<file path="config.mk">
export PLATFORM = sky130hd
export DESIGN_NAME = delta_varint_int_list_decoder_top
export DESIGN_NICKNAME = d
export VERILOG_FILES = /design/src/rtl/dvid_pkg.sv /design/src/rtl/dvid_in_stage.sv /design/src/rtl/dvid_step.sv /design/src/rtl/delta_varint_int_list_decoder_top.sv
export SDC_FILE = /design/constraint.sdc
export NUM_CORES = 1
export LEC_CHECK = 0
export BUFFER_PORTS_ARGS = -buffer_cell sky130_fd_sc_hd__buf_2
export CAP_MARGIN = 40
export CORE_MARGIN = 4
export CORE_UTILIZATION = 45
export CTS_BUF_LIST = sky130_fd_sc_hd__clkbuf_4 sky130_fd_sc_hd__clkbuf_8 sky130_fd_sc_hd__clkbuf_16
export DETAILED_ROUTE_END_ITERATION = 8
export PLACE_DENSITY_LB_ADDON = 0.08
export SLEW_MARGIN = 20
export SYNTH_ARGS = -nofsm -noshare
export SYNTH_HDL_FRONTEND = slang
export SYNTH_SLANG_ARGS = --single-unit
export TNS_END_PERCENT = 100
</file>
<file path="constraint.sdc">
create_clock -name clk -period 6.5 [get_ports clk]
set_input_delay 0.975 -clock clk [delete_from_list [all_inputs] [get_ports clk]]
set_output_delay 0.975 -clock clk [all_outputs]
set_load 0.02 [all_outputs]
</file>
<file path="src/rtl/dvid_pkg.sv">
// ----------------------------------------------------------------------------
// dvid_pkg: shared types and constants for the delta varint list decoder
// Word layouts, decoder state and varint limits.
// ----------------------------------------------------------------------------
package dvid_pkg;

  localparam int unsigned MAX_VARINT_BYTES = 5;
  localparam int unsigned BYTES_W          = 3;

  localparam logic [31:0] S32_MAX    = 32'h7FFF_FFFF;
  localparam logic [31:0] S32_MIN    = 32'h8000_0000;
  localparam logic [7:0]  LEAD_BYTE  = 8'h80;
  localparam logic [31:0] OVF_MASK   = 32'hFE00_0000;

  localparam logic STATUS_OK  = 1'b0;
  localparam logic STATUS_ERR = 1'b1;

  typedef struct packed {
    logic [7:0] data_byte;
    logic       list_end;
  } in_word_t;

  typedef struct packed {
    logic signed [31:0] value;
    logic               status;
    logic               last;
  } out_word_t;

  typedef struct packed {
    logic [31:0]        varint_accum;
    logic [BYTES_W-1:0] varint_bytes;
    logic [31:0]        running_value;
    logic               error_skip;
  } dec_state_t;

endpackage

</file>
<file path="src/rtl/dvid_in_stage.sv">
// ----------------------------------------------------------------------------
// dvid_in_stage: input register
// Captures one input word and holds it until the decode step takes it.
// ----------------------------------------------------------------------------
module dvid_in_stage (
  input  logic              clk,
  input  logic              rst,
  input  logic              in_valid,
  output logic              in_ready,
  input  dvid_pkg::in_word_t in_data,
  output logic              s_valid,
  output dvid_pkg::in_word_t s_data,
  input  logic              s_take
);
  import dvid_pkg::*;

  assign in_ready = !s_valid || s_take;

  always_ff @(posedge clk) begin
    if (rst) begin
      s_valid <= 1'b0;
    end else if (in_valid && in_ready) begin
      s_valid <= 1'b1;
    end else if (s_take) begin
      s_valid <= 1'b0;
    end
  end

  always_ff @(posedge clk) begin
    if (in_valid && in_ready) begin
      s_data <= in_data;
    end
  end

endmodule

</file>
<file path="src/rtl/dvid_step.sv">
// ----------------------------------------------------------------------------
// dvid_step: per-byte decode step
// Varint assembly, zigzag or sorted delta, running sum and error handling.
// ----------------------------------------------------------------------------
module dvid_step (
  input  dvid_pkg::in_word_t   word,
  input  logic                 sorted_mode,
  input  dvid_pkg::dec_state_t state,
  output dvid_pkg::dec_state_t state_next,
  output logic                 has_result,
  output dvid_pkg::out_word_t  result
);
  import dvid_pkg::*;

  logic [31:0]        acc_n;
  logic [BYTES_W-1:0] bytes_n;
  logic [31:0]        zz;
  logic [32:0]        delta;
  logic [32:0]        sum;
  logic               pre_fail;
  logic               cont;
  logic               cont_fail;
  logic               val_fail;
  logic               fail;

  always_comb begin
    acc_n     = {state.varint_accum[24:0], word.data_byte[6:0]};
    bytes_n   = state.varint_bytes + BYTES_W'(1);
    pre_fail  = ((state.varint_bytes == '0) && (word.data_byte == LEAD_BYTE)) ||
                ((state.varint_accum & OVF_MASK) != '0);
    cont      = word.data_byte[7];
    cont_fail = (bytes_n >= BYTES_W'(MAX_VARINT_BYTES)) || word.list_end;
    zz        = (acc_n >> 1) ^ {32{acc_n[0]}};
    delta     = sorted_mode ? {1'b0, acc_n} : {zz[31], zz};
    sum       = {state.running_value[31], state.running_value} + delta;
    val_fail  = (sorted_mode && (acc_n > S32_MAX)) || (sum[32] != sum[31]);
    fail      = pre_fail || (cont ? cont_fail : val_fail);

    state_next   = state;
    has_result   = 1'b0;
    result.value  = '0;
    result.status = STATUS_ERR;
    result.last   = word.list_end;

    if (state.error_skip) begin
      if (word.list_end) begin
        state_next = '0;
      end
    end else if (fail) begin
      has_result = 1'b1;
      if (word.list_end) begin
        state_next = '0;
      end else begin
        state_next.varint_accum = '0;
        state_next.varint_bytes = '0;
        state_next.error_skip   = 1'b1;
      end
    end else if (cont) begin
      state_next.varint_accum = acc_n;
      state_next.varint_bytes = bytes_n;
    end else begin
      has_result    = 1'b1;
      result.value  = sum[31:0];
      result.status = STATUS_OK;
      if (word.list_end) begin
        state_next = '0;
      end else begin
        state_next.varint_accum  = '0;
        state_next.varint_bytes  = '0;
        state_next.running_value = sum[31:0];
      end
    end
  end

endmodule

</file>
<file path="src/rtl/delta_varint_int_list_decoder_top.sv">
// ----------------------------------------------------------------------------
// delta_varint_int_list_decoder_top: delta varint integer list decoder
// Decodes a byte stream of base-128 varint deltas into int32 list elements.
// The accepted word is held in the input register; the decode step's result is
//   then loaded into the result register.
// Throughput: one byte per cycle unless stalled; combinational decode step.
// The input stalls only while a result word waits and the held word gives one.
// Reset clears the decoder state, both stage valid flags and sorted_mode.
// ----------------------------------------------------------------------------
module delta_varint_int_list_decoder_top (
  input  logic                clk,
  input  logic                rst,
  input  logic                cfg_we,
  input  logic                cfg_wdata,
  input  logic                in_valid,
  output logic                in_ready,
  input  dvid_pkg::in_word_t  in_data,
  output logic                out_valid,
  input  logic                out_ready,
  output dvid_pkg::out_word_t out_data
);
  import dvid_pkg::*;

  logic       sorted_mode;
  logic       s_valid;
  in_word_t   s_data;
  logic       s_take;
  dec_state_t state;
  dec_state_t state_next;
  logic       has_result;
  out_word_t  result;

  dvid_in_stage u_in_stage (
    .clk      (clk),
    .rst      (rst),
    .in_valid (in_valid),
    .in_ready (in_ready),
    .in_data  (in_data),
    .s_valid  (s_valid),
    .s_data   (s_data),
    .s_take   (s_take)
  );

  dvid_step u_step (
    .word        (s_data),
    .sorted_mode (sorted_mode),
    .state       (state),
    .state_next  (state_next),
    .has_result  (has_result),
    .result      (result)
  );

  assign s_take = s_valid && (!has_result || !out_valid || out_ready);

  always_ff @(posedge clk) begin
    if (rst) begin
      sorted_mode <= 1'b0;
    end else if (cfg_we) begin
      sorted_mode <= cfg_wdata;
    end
  end

  always_ff @(posedge clk) begin
    if (rst) begin
      state <= '0;
    end else if (s_take) begin
      state <= state_next;
    end
  end

  always_ff @(posedge clk) begin
    if (rst) begin
      out_valid <= 1'b0;
    end else if (s_take && has_result) begin
      out_valid <= 1'b1;
    end else if (out_ready) begin
      out_valid <= 1'b0;
    end
  end

  always_ff @(posedge clk) begin
    if (s_take && has_result) begin
      out_data <= result;
    end
  end

  a_bytes_bound: assert property (@(posedge clk) disable iff (rst)
    state.varint_bytes < BYTES_W'(MAX_VARINT_BYTES))
    else $error("varint byte count past limit");

  a_skip_clean: assert property (@(posedge clk) disable iff (rst)
    state.error_skip |-> (state.varint_accum == '0 && state.varint_bytes == '0))
    else $error("partial varint kept while dropping");

  a_end_clears: assert property (@(posedge clk) disable iff (rst)
    s_take && s_data.list_end |=> state == '0)
    else $error("state not cleared at list end");

  a_hold_stage: assert property (@(posedge clk) disable iff (rst)
    s_valid && !s_take |=> s_valid && $stable(s_data))
    else $error("input stage lost a word");

  a_result_loaded: assert property (@(posedge clk) disable iff (rst)
    s_take && has_result |=> out_valid)
    else $error("result dropped");

endmodule
</file>
Yosys cells after proc, flatten, opt, wreduce, memory -nomap -nowiden:

Cells that the tools add are included.

* bits in registers: 114
* input bits: 15
* output and inout bits: 36
* logic and storage cells: 63

* add/subtract/negate cells: 2
* magnitude comparators: 2
* equality and inequality tests: 5
* multiplexer cells: 18
* bitwise gates (word level): 1
* reduce and logical (&&, ||, !) cells: 23

Operator list (number)
* two-way mux 68 bit: 3
* two-way mux 33 bit: 2
* two-way mux 32 bit: 2
* two-way mux 35 bit: 1
* adder 33 bit: 1
* greater-than comparator 32 x 31 -> 1 bit (second input constant): 1
* nonzero test 32 bit: 1
* XOR 31 x 32 -> 32 bit: 1
* two-way mux 1 bit: 10
* equality test 8 bit (second input constant): 1
* logical OR 1 bit: 7
* logical AND 1 bit: 5
* AND reduction 4 bit: 1
* nonzero test 2 bit: 2
* adder 3 x 1 -> 3 bit (second input constant): 1
* >= comparator 3 bit (second input constant): 1
* logical NOT 1 bit: 3
* logical NOT 3 bit: 1
* != test 3 x 2 -> 1 bit (second input constant): 1
* OR reduction 3 bit: 1
* != test 2 x 1 -> 1 bit (second input constant): 1
* != test 2 bit (second input constant): 1
* AND reduction 2 bit: 1
* OR reduction 2 bit: 1
* != test 1 bit: 1

Logic depth before layout (Yosys ltp):

Gate-level depths: netlist (run 1).

* depth in word-level cells: 16
* depth in mapped cells: 16
* mapped depth without buffers: 14

By module:

Synthesis (run 1) repeated with hierarchy kept, for this count alone.

* cells, all modules: 895
* area, all modules: 8135.3 sq um

Modules (own cells, without submodules)
* delta_varint_int_list_decoder_top: times used 1, cells an instance 338, area an instance 4217.8 sq um, seq. area each 2422.3 sq um
* dvid_step: times used 1, cells an instance 543, area an instance 3592.2 sq um, seq. area each 0.0 sq um
* dvid_in_stage: times used 1, cells an instance 14, area an instance 325.3 sq um, seq. area each 290.3 sq um

Worst setup path after synthesis (run 1):

No wires, ideal clock.

* kind: register to register
* from: register, netlist name u_in_stage.s_data[1]
* to: register, netlist name state[19]
* setup time: 0.117 ns
* arrival time: 3.695 ns
* required time: 6.383 ns
* path slack: 2.688 ns
* cell stages (with the launch flop): 16
* path buffers: 3
* clock period less this slack: 3.812 ns
* cell sequence: edfxtp_1 > clkbuf_1 > buf_1 > xnor2_1 > o21ai_0 > ha_1 > and3_4 > and4_4 > nand2_2 > a2111oi_4 > nor3_4 > xnor3_1 > mux2i_1 > o2111a_2 > buf_6 > a22o_1

* longest elaborated chain between the ends: 14

Ends and longest elaborated chain
* XOR 31 x 32 -> 32 bit: RTL line dvid_step.sv:33 `zz = (acc_n >> 1) ^ {32{acc_n[0]}};`
* two-way mux 33 bit: RTL line dvid_step.sv:34 `delta = sorted_mode ? {1'b0, acc_n} : {zz[31], zz};`
* adder 33 bit: RTL line dvid_step.sv:35 `sum = {state.running_value[31], state.running_value} + delta;`
* != test 1 bit: RTL line dvid_step.sv:36 `val_fail = (sorted_mode && (acc_n > S32_MAX)) || (sum[32] != sum[31]);`
* logical OR 1 bit: RTL line dvid_step.sv:36
* two-way mux 1 bit: RTL line dvid_step.sv:37 `fail = pre_fail || (cont ? cont_fail : val_fail);`
* logical OR 1 bit: RTL line dvid_step.sv:37
* two-way mux 1 bit: RTL line dvid_step.sv:49 `end else if (fail) begin`
* two-way mux 1 bit: RTL line dvid_step.sv:45 `if (state.error_skip) begin`
* logical NOT 1 bit: RTL line delta_varint_int_list_decoder_top.sv:53 `assign s_take = s_valid && (!has_result || !out_valid || out_ready);`
* logical OR 1 bit (2 in a row): RTL line delta_varint_int_list_decoder_top.sv:53
* logical AND 1 bit: RTL line delta_varint_int_list_decoder_top.sv:53
* AND reduction 4 bit (no source line)

Parallel ways exist; a longest one is shown, timed or not. The select of a mux whose other input is x is not followed.
A chain may end at the register's enable or synchronous reset.

Worst setup path in the final report (run 1):

* from: register, netlist name u_in_stage.s_data[1]
* to: register, netlist name state[29]

* longest elaborated chain between the ends: 14

Ends and longest elaborated chain (RTL line)
* XOR 31 x 32 -> 32 bit: dvid_step.sv:33
* two-way mux 33 bit: dvid_step.sv:34
* adder 33 bit: dvid_step.sv:35
* != test 1 bit: dvid_step.sv:36
* logical OR 1 bit: dvid_step.sv:36
* two-way mux 1 bit: dvid_step.sv:37
* logical OR 1 bit: dvid_step.sv:37
* two-way mux 1 bit: dvid_step.sv:49
* two-way mux 1 bit: dvid_step.sv:45
* logical NOT 1 bit: delta_varint_int_list_decoder_top.sv:53
* logical OR 1 bit (2 in a row): delta_varint_int_list_decoder_top.sv:53
* logical AND 1 bit: delta_varint_int_list_decoder_top.sv:53
* AND reduction 4 bit (no source line)

Parallel ways exist; a longest one is shown, timed or not. The select of a mux whose other input is x is not followed.

==> metrics.csv, run 1 <==
metric,value,unit
outcome,finished clean,
total clock buffers created by CTS,17,
I/O pin count,51,
Cell Rows,43,
pin count of the biggest net entering global routing,66,
CP Buf/Inv Count,2,
placed inst area,6922,um^2
Non-Filler Instances,926,
DRC viols,0,
routed length per instance,16.36,um
DRT iter0 DRCs,285,
Mapped Avg Cell Area,9.380,um^2
drt total wl,15150,um
asr flop ratio synth,0,%
filler instances,1260,
pwr dens,254.4,nW/um^2
reg2reg setup slack,1.77,ns
fin crit share,72.71,%
Mapped Cells,694,
Post-CTS Resized,0,
R2R Path Start,u_in_stage.s_data[1],
Hold Buf Count CTS,0,
final hold vios,0,
pre-CTS setup slack,1.788,ns
clock transition at the registers of the reported paths,0.05,ns
Max Clk Rate,211.6,MHz
PortBufs,50,
Critical Path Stages,15,
P_int,1.421,mW
vias,5162,
Final Instance Area,7496,um^2
placed cell count,893,
Slew headroom,48.47,%
clock share of power,45.1,%
area delta synth->final,15.15,%
P_sw,0.4858,mW
synthesis warning total,0,
WHS,0.4577,ns
Post-synth EDFFs,43,
R2R cell count,15,
post-CTS setup buffer count,0,
hold crit path type,reg -> reg,
logic gate share of total power,13.8,%
max-slew violations,0,
antenna violations before repair,0,
maximum vdd drop,0.0001723,V
WS Path Type,reg -> reg,
max capacitance violation total,0,
total track usage,19.05,%
Pre-antenna DRT Iters,5,
PnR Total Power,1.907,mW
Sw Share,25.47,%
antenna fix cells,0,
#FFs+latches synth,114,
Layout Nets,785,
synthesized cell area,6510,um^2
sequential area share after synthesis,41.67,%
unrepaired setup endpoints after global routing,false,
vias in the first global route,4870,
CP required,6.86,ns
Initial Utilization,46.36,%
gpl congestion,0.8712,
LEAKAGE,3.028,nW
CP max stage delay,0.68,ns
Final HPWL DP,10750,um
Yosys cell types,69,
area of the core,14040,um^2
crit path capture type,register,
"Top FF cell, synth",dfxtp_1,
Synth Net Count,746,
Crit path max-delay family,compound AO/OA/AOI/OAI gates,
Finished Core Util,53.38,%
slew of the pin with the lowest slew margin,0.7729,ns
Crit Path Max Fanout,33,
Worst Setup SP,u_in_stage.s_data[1],
CTS tree,done,
Seq pwr share,41.2,%
crit path launch type,register,
Tmin final,4.726,ns
vias per inst,5.575,
die area,16450,um^2
Die Wd,128.3,um
CTS root buffer,clkbuf_16,
area of the multi-input gates,3591,um^2
final setup fails,0,
critical path endpoint,state[29],
setup TNS,0,ns
first-pass GRT wire length,24780,um
Worst path slowest cell,o2111a_2,
total gr overflow,0,
Storage cell area,2714,um^2
CP Cell Sequence,buf_4 > inv_1 > ha_1 > mux2_2 > ha_1 > fa_1 > a211oi_1 > o21ai_1 > o2111a_1 > o21ai_1 > a311oi_1 > or3b_1 > mux2i_2 > o2111a_2 > a32o_1,
post-route setup slack,1.774,ns
H-tree depth,4,
clock buffer depth,2,
share of layout cells above drive strength 1,15.28,%
Antenna Nets Post-Route,0,
clk sinks,114,
Skew-Pair Late Insertion Delay,0.42,ns
"Arr. time, crit path",5.09,ns
DIE HEIGHT,128.3,um
R2R Path End,state[29],
Layout Skew,0.01043,ns
metal layers:
metal	share of wire (%)	vias to the layer above	wire, um	track usage, %
li1	-	2628	-	-
met1	51	2396	7712	28.00
met2	43	117	6476	27.15
met3	4.5	21	688	3.958
met4	1.8	0	272	7.615
met5	0	-	0	0
sequential cells by signal (all words and copies together) (netlist names):
| register | flops |
|---|---|
| out_valid | 1 |
| state | 68 |
| out_data | 34 |
| u_in_stage.s_data | 9 |
| u_in_stage.s_valid | 1 |
| sorted_mode | 1 |
worst min-delay path by stage:
stage,start,to,slack (ns),depth (start not counted)
floorplan,state[64],state[64],0.43,2
global placement,state[66],state[66],0.44,2
detailed placement,state[64],state[64],0.45,2
CTS,state[64],state[64],0.46,2
global route,state[66],state[66],0.49,2
finish,state[64],state[64],0.46,2
layout make-up:
class,count,share of cell area (%)
inverter,11,0.5508
multi-input combinational,530,47.91
sequential,114,36.20
timing repair buffer,59,5.041
tap,180,3.005
clock buffer,24,6.460
clock inverter,8,0.8346
worst reg2reg max path, stage by stage (launching register included):
cell      delay, ns
edfxtp_1       0.31
buf_4          0.41
inv_1          0.12
ha_1           0.31
mux2_2         0.26
ha_1           0.23
fa_1           0.43
a211oi_1       0.31
o21ai_1        0.14
o2111a_1       0.20
o21ai_1        0.16
a311oi_1       0.12
or3b_1         0.40
mux2i_2        0.30
o2111a_2       0.69
a32o_1         0.27
cells by family after synthesis:
| kind of cell | count (synthesis) | share of synthesized area (%) |
|---|---|---|
| AOI/OAI and AO/OA | 209 | 21.60 |
| xor gates and xnor gates | 59 | 8.149 |
| adders and majority gates | 37 | 7.227 |
| buffers and inverters | 50 | 3.652 |
| DFF | 114 | 41.67 |
| muxes | 4 | 0.6343 |
| and+or+nand+nor | 221 | 17.07 |
power by group through the flow:
stage | Clock, mW | Combinational [mW] | Sequential [mW]
3_3_place_gp | 0 | 0.248 | 0.800
5_1_grt | 0.918 | 0.291 | 0.787
6_report | 0.860 | 0.263 | 0.785
3_5_place_dp | 0 | 0.259 | 0.801
2_1_floorplan | 0 | 0.180 | 0.808
4_1_cts | 0.877 | 0.260 | 0.787
layout by cell type (no fill, tap or decap), types with 3 or more instances in the layout:
| cell | count |
|---|---|
| xnor2_1 | 51 |
| a31oi_1 | 3 |
| a21o_1 | 16 |
| o21bai_1 | 3 |
| clkbuf_4 | 6 |
| ha_1 | 36 |
| a21oi_1 | 74 |
| o21ai_1 | 3 |
| buf_16 | 3 |
| inv_1 | 11 |
| nand3_1 | 37 |
| a22o_1 | 31 |
| edfxtp_1 | 43 |
| xor2_1 | 7 |
| and3_1 | 31 |
| nand2b_1 | 5 |
| buf_2 | 50 |
| a311oi_1 | 3 |
| nor2_1 | 25 |
| clkbuf_16 | 17 |
| o21ai_0 | 44 |
| and2_1 | 5 |
| clkinv_2 | 5 |
| nand2_1 | 81 |
| buf_4 | 6 |
| a211oi_1 | 4 |
| nor3_1 | 7 |
| nor2b_1 | 9 |
| dfxtp_1 | 70 |
cells in the mapped netlist (all sizes together), types with 2 or more instances:
cell type / n / area share [%]
o21a: 2 / 0.23
a31oi: 4 / 0.62
a2111oi: 4 / 0.92
buf: 12 / 1.4
nand3: 37 / 2.8
xnor2: 51 / 6.9
a211oi: 6 / 0.85
and3: 32 / 3.2
mux2i: 3 / 0.46
nor2: 26 / 1.5
a211o: 2 / 0.27
dfxtp: 71 / 22
inv: 11 / 0.63
a21o: 16 / 1.8
nor2b: 9 / 0.86
nand2: 83 / 4.9
or3b: 3 / 0.40
o2111a: 2 / 0.37
clkbuf: 27 / 1.6
nor3: 8 / 0.79
ha: 36 / 6.9
and2: 5 / 0.48
a22o: 31 / 4.2
o211ai: 4 / 0.61
or2: 2 / 0.19
xor2: 7 / 0.94
o21ai: 47 / 3.6
nor4: 3 / 0.48
edfxtp: 43 / 20
a311oi: 3 / 0.40
nand2b: 5 / 0.48
a21oi: 74 / 5.7
o311ai: 2 / 0.27
o21bai: 3 / 0.35
o221ai: 2 / 0.37
Note: power is estimated with default switching activity, not from simulation.
==> run 2: changes to the inputs <==
==> constraint.sdc (replaced) <==
create_clock -name clk -period 4.2 [get_ports clk]
set_input_delay 0.63 -clock clk [delete_from_list [all_inputs] [get_ports clk]]
set_output_delay 0.63 -clock clk [all_outputs]
set_load 0.02 [all_outputs]
==> run 2 against run 1 <==
Net effect: clock skew barely moved; count of clock-buffer cells in the layout rose by 1; first-iteration DRC count rose by 6.3%; cell count rose by 0.43%; utilization rose by 0.17 points; largest cell class unchanged; non-clock buffer count rose by 4; die area did not move; final area rose by 0.32%; sequential power rose by 54%; worst hold slack got worse by 0.073 ns; routed wire length rose by 1.2%; worst setup slack got worse by 1.6 ns.
==> metrics.csv, run 2 (same netlist as run 1, synthesis figures left out) <==
metric,value,unit,change
clock buffer depth,2,,unchanged
Tmin final,4.025,ns,was 4.726 ns
DRC viols,0,,unchanged
routed length per instance,16.48,um,was 16.36 um
"most common cell after layout, fill and taps aside",nand2_1,,unchanged
Die Wd,128.3,um,unchanged
fin crit share,95.84,%,was 72.71%
hold crit path type,in -> reg,,was reg -> reg
placed inst area,6933,um^2,was 6922 um^2
vias,5234,,was 5162
"Arr. time, crit path",4.33,ns,was 5.09 ns
Layout Nets,789,,was 785
post-CTS setup buffer count,0,,unchanged
DRT iter0 DRCs,303,,was 285
DIE HEIGHT,128.3,um,unchanged
maximum vdd drop,0.0002223,V,was 0.0001723 V
first-pass GRT wire length,25720,um,was 24780 um
antenna violations before repair,0,,unchanged
PnR Total Power,2.987,mW,was 1.907 mW
post-route setup slack,0.1747,ns,was 1.774 ns
R2R Path Start,u_in_stage.s_data[1],,unchanged
top flop regs,"state (68), out_data (34), u_in_stage.s_data (9)",,unchanged
Pre-antenna DRT Iters,5,,unchanged
CTS tree,done,,unchanged
total gr overflow,0,,unchanged
crit path capture type,register,,unchanged
share of layout cells above drive strength 1,16.13,%,was 15.28%
gpl congestion,0.8778,,was 0.8712
LEAKAGE,3.047,nW,was 3.028 nW
Crit Path Max Fanout,32,,was 33
CP required,4.51,ns,was 6.86 ns
clk sinks,114,,unchanged
total clock buffers created by CTS,17,,unchanged
largest register by flop count,state,,unchanged
Final Instance Area,7520,um^2,was 7496 um^2
area of the core,14040,um^2,unchanged
Cell Rows,43,,unchanged
R2R cell count,15,,unchanged
H-tree depth,4,,unchanged
pre-CTS setup slack,0.01975,ns,was 1.788 ns
"commonest non-fill, non-tap cells in the layout","nand2_1, a21oi_1, dfxtp_1",,unchanged
max reg flops,68,,unchanged
Initial Utilization,46.36,%,unchanged
pwr dens,397.2,nW/um^2,was 254.4 nW/um^2
die area,16450,um^2,unchanged
max capacitance violation total,0,,unchanged
R2R Path End,state[18],,was state[29]
vias in the first global route,4957,,was 4870
Hold Crit Depth,1,,was 2
PortBufs,50,,unchanged
antenna fix cells,0,,unchanged
crit path launch type,register,,unchanged
unrepaired setup endpoints after global routing,true,,was false
Skew-Pair Late Insertion Delay,0.42,ns,about the same
Slew headroom,47.86,%,was 48.47%
Max Clk Rate,248.4,MHz,was 211.6 MHz
Antenna Nets Post-Route,0,,unchanged
vias per inst,5.628,,was 5.575
outcome,finished clean,,unchanged
drt total wl,15330,um,was 15150 um
area delta synth->final,15.51,%,was 15.15%
I/O pin count,51,,unchanged
max-slew violations,0,,unchanged
WS Path Type,reg -> reg,,unchanged
final setup fails,0,,unchanged
Worst Hold Endpoint,u_in_stage.s_data[5],,was state[64]
WHS,0.3847,ns,was 0.4577 ns
min-delay src,in_data[5],,was state[64]
CTS root buffer,clkbuf_16,,unchanged
total track usage,19.66,%,was 19.05%
Final HPWL DP,10870,um,was 10750 um
pin count of the biggest net entering global routing,43,,was 66
Layout Skew,0.01083,ns,was 0.01043 ns
final hold vios,0,,unchanged
slew of the pin with the lowest slew margin,0.7822,ns,was 0.7729 ns
reg2reg setup slack,0.17,ns,was 1.77 ns
clock transition at the registers of the reported paths,0.05,ns,about the same
## run 2: cell types whose count changed in the layout (fill, tap and decap cells not counted), moves of 2 or more
cell      previous run  this run
buf_12               0         2
buf_16               3         0
buf_4                6         9
buf_8                0         2
clkinv_1             2         0
## run 2: metal layers
metal	global-route usage, %	vias up	wire length (um)
met5	0	-	0
met4	7.366	0	271
met3	4.333	22	617
met2	28.07	111	6503
met1	28.92	2470	7934
li1	-	2631	-
## run 2: power by group
group          internal (mW)  switching (mW)  total (mW)
registers               1.19          0.0207        1.21
clock network          0.875           0.490        1.37
logic                  0.154           0.256       0.410
## run 2: per-stage QoR
stage	util, %	instances	setup TNS [ns]
finish	53.55	930	0
global route	53.55	930	-0.5506
CTS	53.35	930	0
detailed placement	49.37	898	0
global placement	49.37	898	0
floorplan	-	694	0
## run 2: cell type report
type,instances,area (um^2)
Clock buffer,25,498.0
Fill cell,1305,6523
Timing Repair Buffer,63,387.9
Inverter,11,41.29
Multi-Input combinational cell,530,3593
Tap cell,180,225.2
Clock inverter,7,60.06
Sequential cell,114,2714
## run 2: timing repair
action / in CTS / in global routing
endpoints found under the setup margin: 0 / 65
hold endpoints to repair: 0 / 0
hold buffers: 0 / 0
resized for setup: 0 / 6
## run 2: worst max-delay path by stage
stage	startpoint	endpoint	slack, ns	depth (start not counted)
after floorplan	u_in_stage.s_data[1]	state[19]	0.39	15
after global placement	u_in_stage.s_data[1]	out_data[30]	0.18	15
after global routing	u_in_stage.s_data[1]	state[3]	-0.04	15
after CTS	u_in_stage.s_data[1]	out_data[30]	0.0001	15
final	u_in_stage.s_data[1]	state[18]	0.17	15
after detailed placement	u_in_stage.s_data[1]	out_data[30]	0.02	15
## run 2: worst max-delay path: stages, from the launching register on
cell      delay (ns)
edfxtp_1        0.43
inv_1           0.11
ha_1            0.23
mux2_2          0.27
ha_1            0.23
fa_1            0.45
a211oi_2        0.24
o21ai_1         0.12
o2111a_1        0.21
o21ai_1         0.16
a311oi_1        0.13
or3b_1          0.44
mux2i_4         0.24
o221ai_2        0.15
buf_8           0.22
a22o_1          0.25
==> run 3: changes to the inputs <==
--- a/config.mk
+++ b/config.mk
@@ -15,5 +15,6 @@
 export SLEW_MARGIN = 20
 export SYNTH_ARGS = -nofsm -noshare
 export SYNTH_HDL_FRONTEND = slang
+export SYNTH_HIERARCHICAL = 1
 export SYNTH_SLANG_ARGS = --single-unit
 export TNS_END_PERCENT = 100
==> run 3 against run 2 <==
Net effect: fmax is 0.85% lower; power is 9.8% higher; flip-flop and latch count stayed put; synthesized cell count is 29% higher; critical path type unchanged; largest cell class unchanged; highest routed layer unchanged; critical endpoint is now state[7].
==> metrics.csv, run 3 <==
metric,value,unit,change
Yosys cell types,64,,was 69
met3 usage,4.503,%,was 4.333%
area of the core,17480,um^2,was 14040 um^2
DIE HEIGHT,142.5,um,was 128.3 um
#FFs+latches synth,114,,unchanged
pin count of the biggest net entering global routing,72,,was 43
Sw Share,28.27,%,was 25.68%
hold crit path type,in -> reg,,unchanged
max-slew violations,0,,unchanged
antenna violations before repair,0,,unchanged
Commonest cells post-synth,"nand2b_1, dfxtp_1, mux2i_1",,"was nand2_1, a21oi_1, dfxtp_1"
pre-CTS setup slack,-0.06776,ns,was 0.01975 ns
slew of the pin with the lowest slew margin,0.7892,ns,was 0.7822 ns
"Arr. time, crit path",4.39,ns,was 4.33 ns
post-route setup slack,0.1401,ns,was 0.1747 ns
crit path launch type,register,,unchanged
placed cell count,1174,,was 898
Cell Rows,48,,was 43
CTS tree,done,,unchanged
die area,20290,um^2,was 16450 um^2
DRC viols,0,,unchanged
Initial Utilization,46.55,%,was 46.36%
filler instances,1537,,was 1305
final hold vios,0,,unchanged
synthesis warning total,6,,was 0
P_sw,0.9274,mW,was 0.7672 mW
gpl congestion,0.9916,,was 0.8778
DRT iter0 DRCs,426,,was 303
area of the multi-input gates,5248,um^2,was 3593 um^2
clock transition at the registers of the reported paths,0.06,ns,was 0.05 ns
asr flop ratio synth,0,%,unchanged
busiest grt layer,met2,,was met1
WHS,0.3829,ns,was 0.3847 ns
reg2reg setup slack,0.14,ns,was 0.17 ns
WS Path Type,reg -> reg,,unchanged
logic gate share of total power,20.7,%,was 13.7%
sequential area share after synthesis,33.34,%,was 41.67%
antenna fix cells,0,,unchanged
max reg flops,68,,unchanged
Max Clk Rate,246.3,MHz,was 248.4 MHz
unrepaired setup endpoints after global routing,true,,unchanged
I/O pin count,51,,unchanged
"commonest non-fill, non-tap cells in the layout","nand2b_1, dfxtp_1, buf_4",,"was nand2_1, a21oi_1, dfxtp_1"
Slew headroom,47.38,%,was 47.86%
Final HPWL DP,15290,um,was 10870 um
Synth Net Count,948,,was 746
synth top area cells,"dfxtp_1, edfxtp_1, nand2b_1",,"was dfxtp_1, edfxtp_1, ha_1"
Layout Skew,0.01012,ns,was 0.01083 ns
maximum vdd drop,0.0002704,V,was 0.0002223 V
area delta synth->final,22.16,%,was 15.51%
total track usage,21.68,%,was 19.66%
"count leader, synth",nand2b_1,,was nand2_1
final setup fails,0,,unchanged
CTS root buffer,clkbuf_16,,unchanged
vias,6858,,was 5234
clock buffer depth,2,,unchanged
vias per inst,5.617,,was 5.628
Skew-Pair Late Insertion Delay,0.42,ns,about the same
synthesized cell area,8135,um^2,was 6510 um^2
Die Wd,142.5,um,was 128.3 um
Post-synth EDFFs,43,,unchanged
routed length per instance,18.11,um,was 16.48 um
crit path capture type,register,,unchanged
outcome,finished clean,,unchanged
Tmin final,4.060,ns,was 4.025 ns
GRT met2 Usage,35.21,%,was 28.07%
top cell type's share of synthesized area,17.47,%,was 21.83%
Storage cell area,2716,um^2,was 2714 um^2
H-tree depth,4,,unchanged
pwr dens,330.1,nW/um^2,was 397.2 nW/um^2
Mapped Avg Cell Area,9.090,um^2,was 9.380 um^2
Non-Filler Instances,1221,,was 930
vias in the first global route,6751,,was 4957
clk sinks,114,,unchanged
Synth area leader,dfxtp_1,,unchanged
"Top FF cell, synth",dfxtp_1,,unchanged
Antenna Nets Post-Route,0,,unchanged
fin crit share,96.66,%,was 95.84%
first-pass GRT wire length,35470,um,was 25720 um
largest register by flop count,state,,unchanged
Seq pwr share,37.0,%,was 40.6%
Crit Path Max Fanout,6,,was 32
M1 GR Usage,28.98,%,was 28.92%
Mapped Cells,895,,was 694
LEAKAGE,3.772,nW,was 3.047 nW
Pre-antenna DRT Iters,5,,unchanged
top flop regs,"state (68), out_data (34), u_in_stage/s_data (9)",,"was state (68), out_data (34), u_in_stage.s_data (9)"
total clock buffers created by CTS,17,,unchanged
setup TNS,0,ns,unchanged
share of layout cells above drive strength 1,23.59,%,was 16.13%
PortBufs,50,,unchanged
clock share of power,42.2,%,was 45.7%
"most common cell after layout, fill and taps aside",nand2b_1,,was nand2_1
total gr overflow,0,,unchanged
Layout Nets,1036,,was 789
drt total wl,22110,um,was 15330 um
P_int,2.353,mW,was 2.220 mW
max capacitance violation total,0,,unchanged
CP required,4.53,ns,was 4.51 ns
run 3: cell count changes after synthesis, moves of 15 or more:
cell | previous run | this run
nand2b_1 | 5 | 140
mux2i_1 | 3 | 69
a21oi_1 | 74 | 43
and3_1 | 31 | 1
nand3_1 | 37 | 13
nand2_1 | 81 | 61
clkbuf_1 | 25 | 41
nor2_1 | 26 | 41
run 3: path summary, 6_finish.rpt:
kind,from,end,cells past startpoint
max,u_in_stage/s_data[1],state[7],18
min,in_data[7],u_in_stage/s_data[7],1
max reg2reg,u_in_stage/s_data[1],state[7],18
min reg2reg,state[66],state[66],2
run 3: repair_timing:
item | CTS | global route
setup buffers | 1 | 10
gates cloned | 0 | 2
gates resized for setup | 5 | 78
pin swaps | 1 | 29
hold buffers | 0 | 0
endpoints found under the setup margin | 29 | 51
run 3: layout make-up:
cell class / count / area share [%]
multi-input cells: 693 / 52.80
inverters: 24 / 0.9065
well taps: 225 / 2.833
flip-flops and latches: 114 / 27.33
repair buffers: 133 / 10.46
clock inverters: 10 / 0.8309
clock buffers: 22 / 4.834
run 3: worst max-delay path, stage by stage (launching register included):
cell	delay (ns)
edfxtp_1	0.43
buf_4	0.19
xnor2_1	0.14
o21ai_0	0.15
ha_1	0.40
o21ai_1	0.13
nor3_1	0.25
o21ai_1	0.14
o211ai_1	0.26
a41oi_2	0.18
xnor2_2	0.27
xor2_2	0.18
buf_4	0.15
mux2i_4	0.28
nand2_4	0.17
buf_8	0.17
o31ai_2	0.22
nand2b_1	0.09
mux2i_1	0.17
run 3: layer usage:
layer | wire length (um) | share of wire, % | vias to the layer above
met5 | 0 | 0 | -
met4 | 451 | 2.0 | 0
met3 | 964 | 4.4 | 33
met2 | 10590 | 48 | 195
met1 | 10100 | 46 | 3270
li1 | - | - | 3360
run 3: cell families after synthesis:
kind of cell               count (synthesis)  share of synthesized area, %
AOI/OAI and AO/OA                        221                         18.56
xor gates and xnor gates                  61                         6.659
adders and majority gates                 38                         5.937
buffers and inverters                     88                         6.290
DFF                                      114                         33.34
muxes                                     72                         9.089
and+or+nand+nor                          301                         20.12
run 3: power by group through the flow:
stage | clock network (mW) | registers, mW | logic (mW)
6_report | 1.38 | 1.22 | 0.681
5_1_grt | 1.47 | 1.22 | 0.736
3_5_place_dp | 0 | 1.24 | 0.602
2_1_floorplan | 0 | 1.25 | 0.405
3_3_place_gp | 0 | 1.24 | 0.588
4_1_cts | 1.42 | 1.22 | 0.608
run 3: stage by stage:
step | cell area, um^2 | power (mW) | utilization (%)
after floorplan | 8137 | 1.655 | -
after global placement | 8838 | 1.825 | 50.57
after detailed placement | 8867 | 1.841 | 50.74
after CTS | 9460 | 3.240 | 54.13
after global routing | 9938 | 3.428 | 56.87
final | 9938 | 3.281 | 56.87
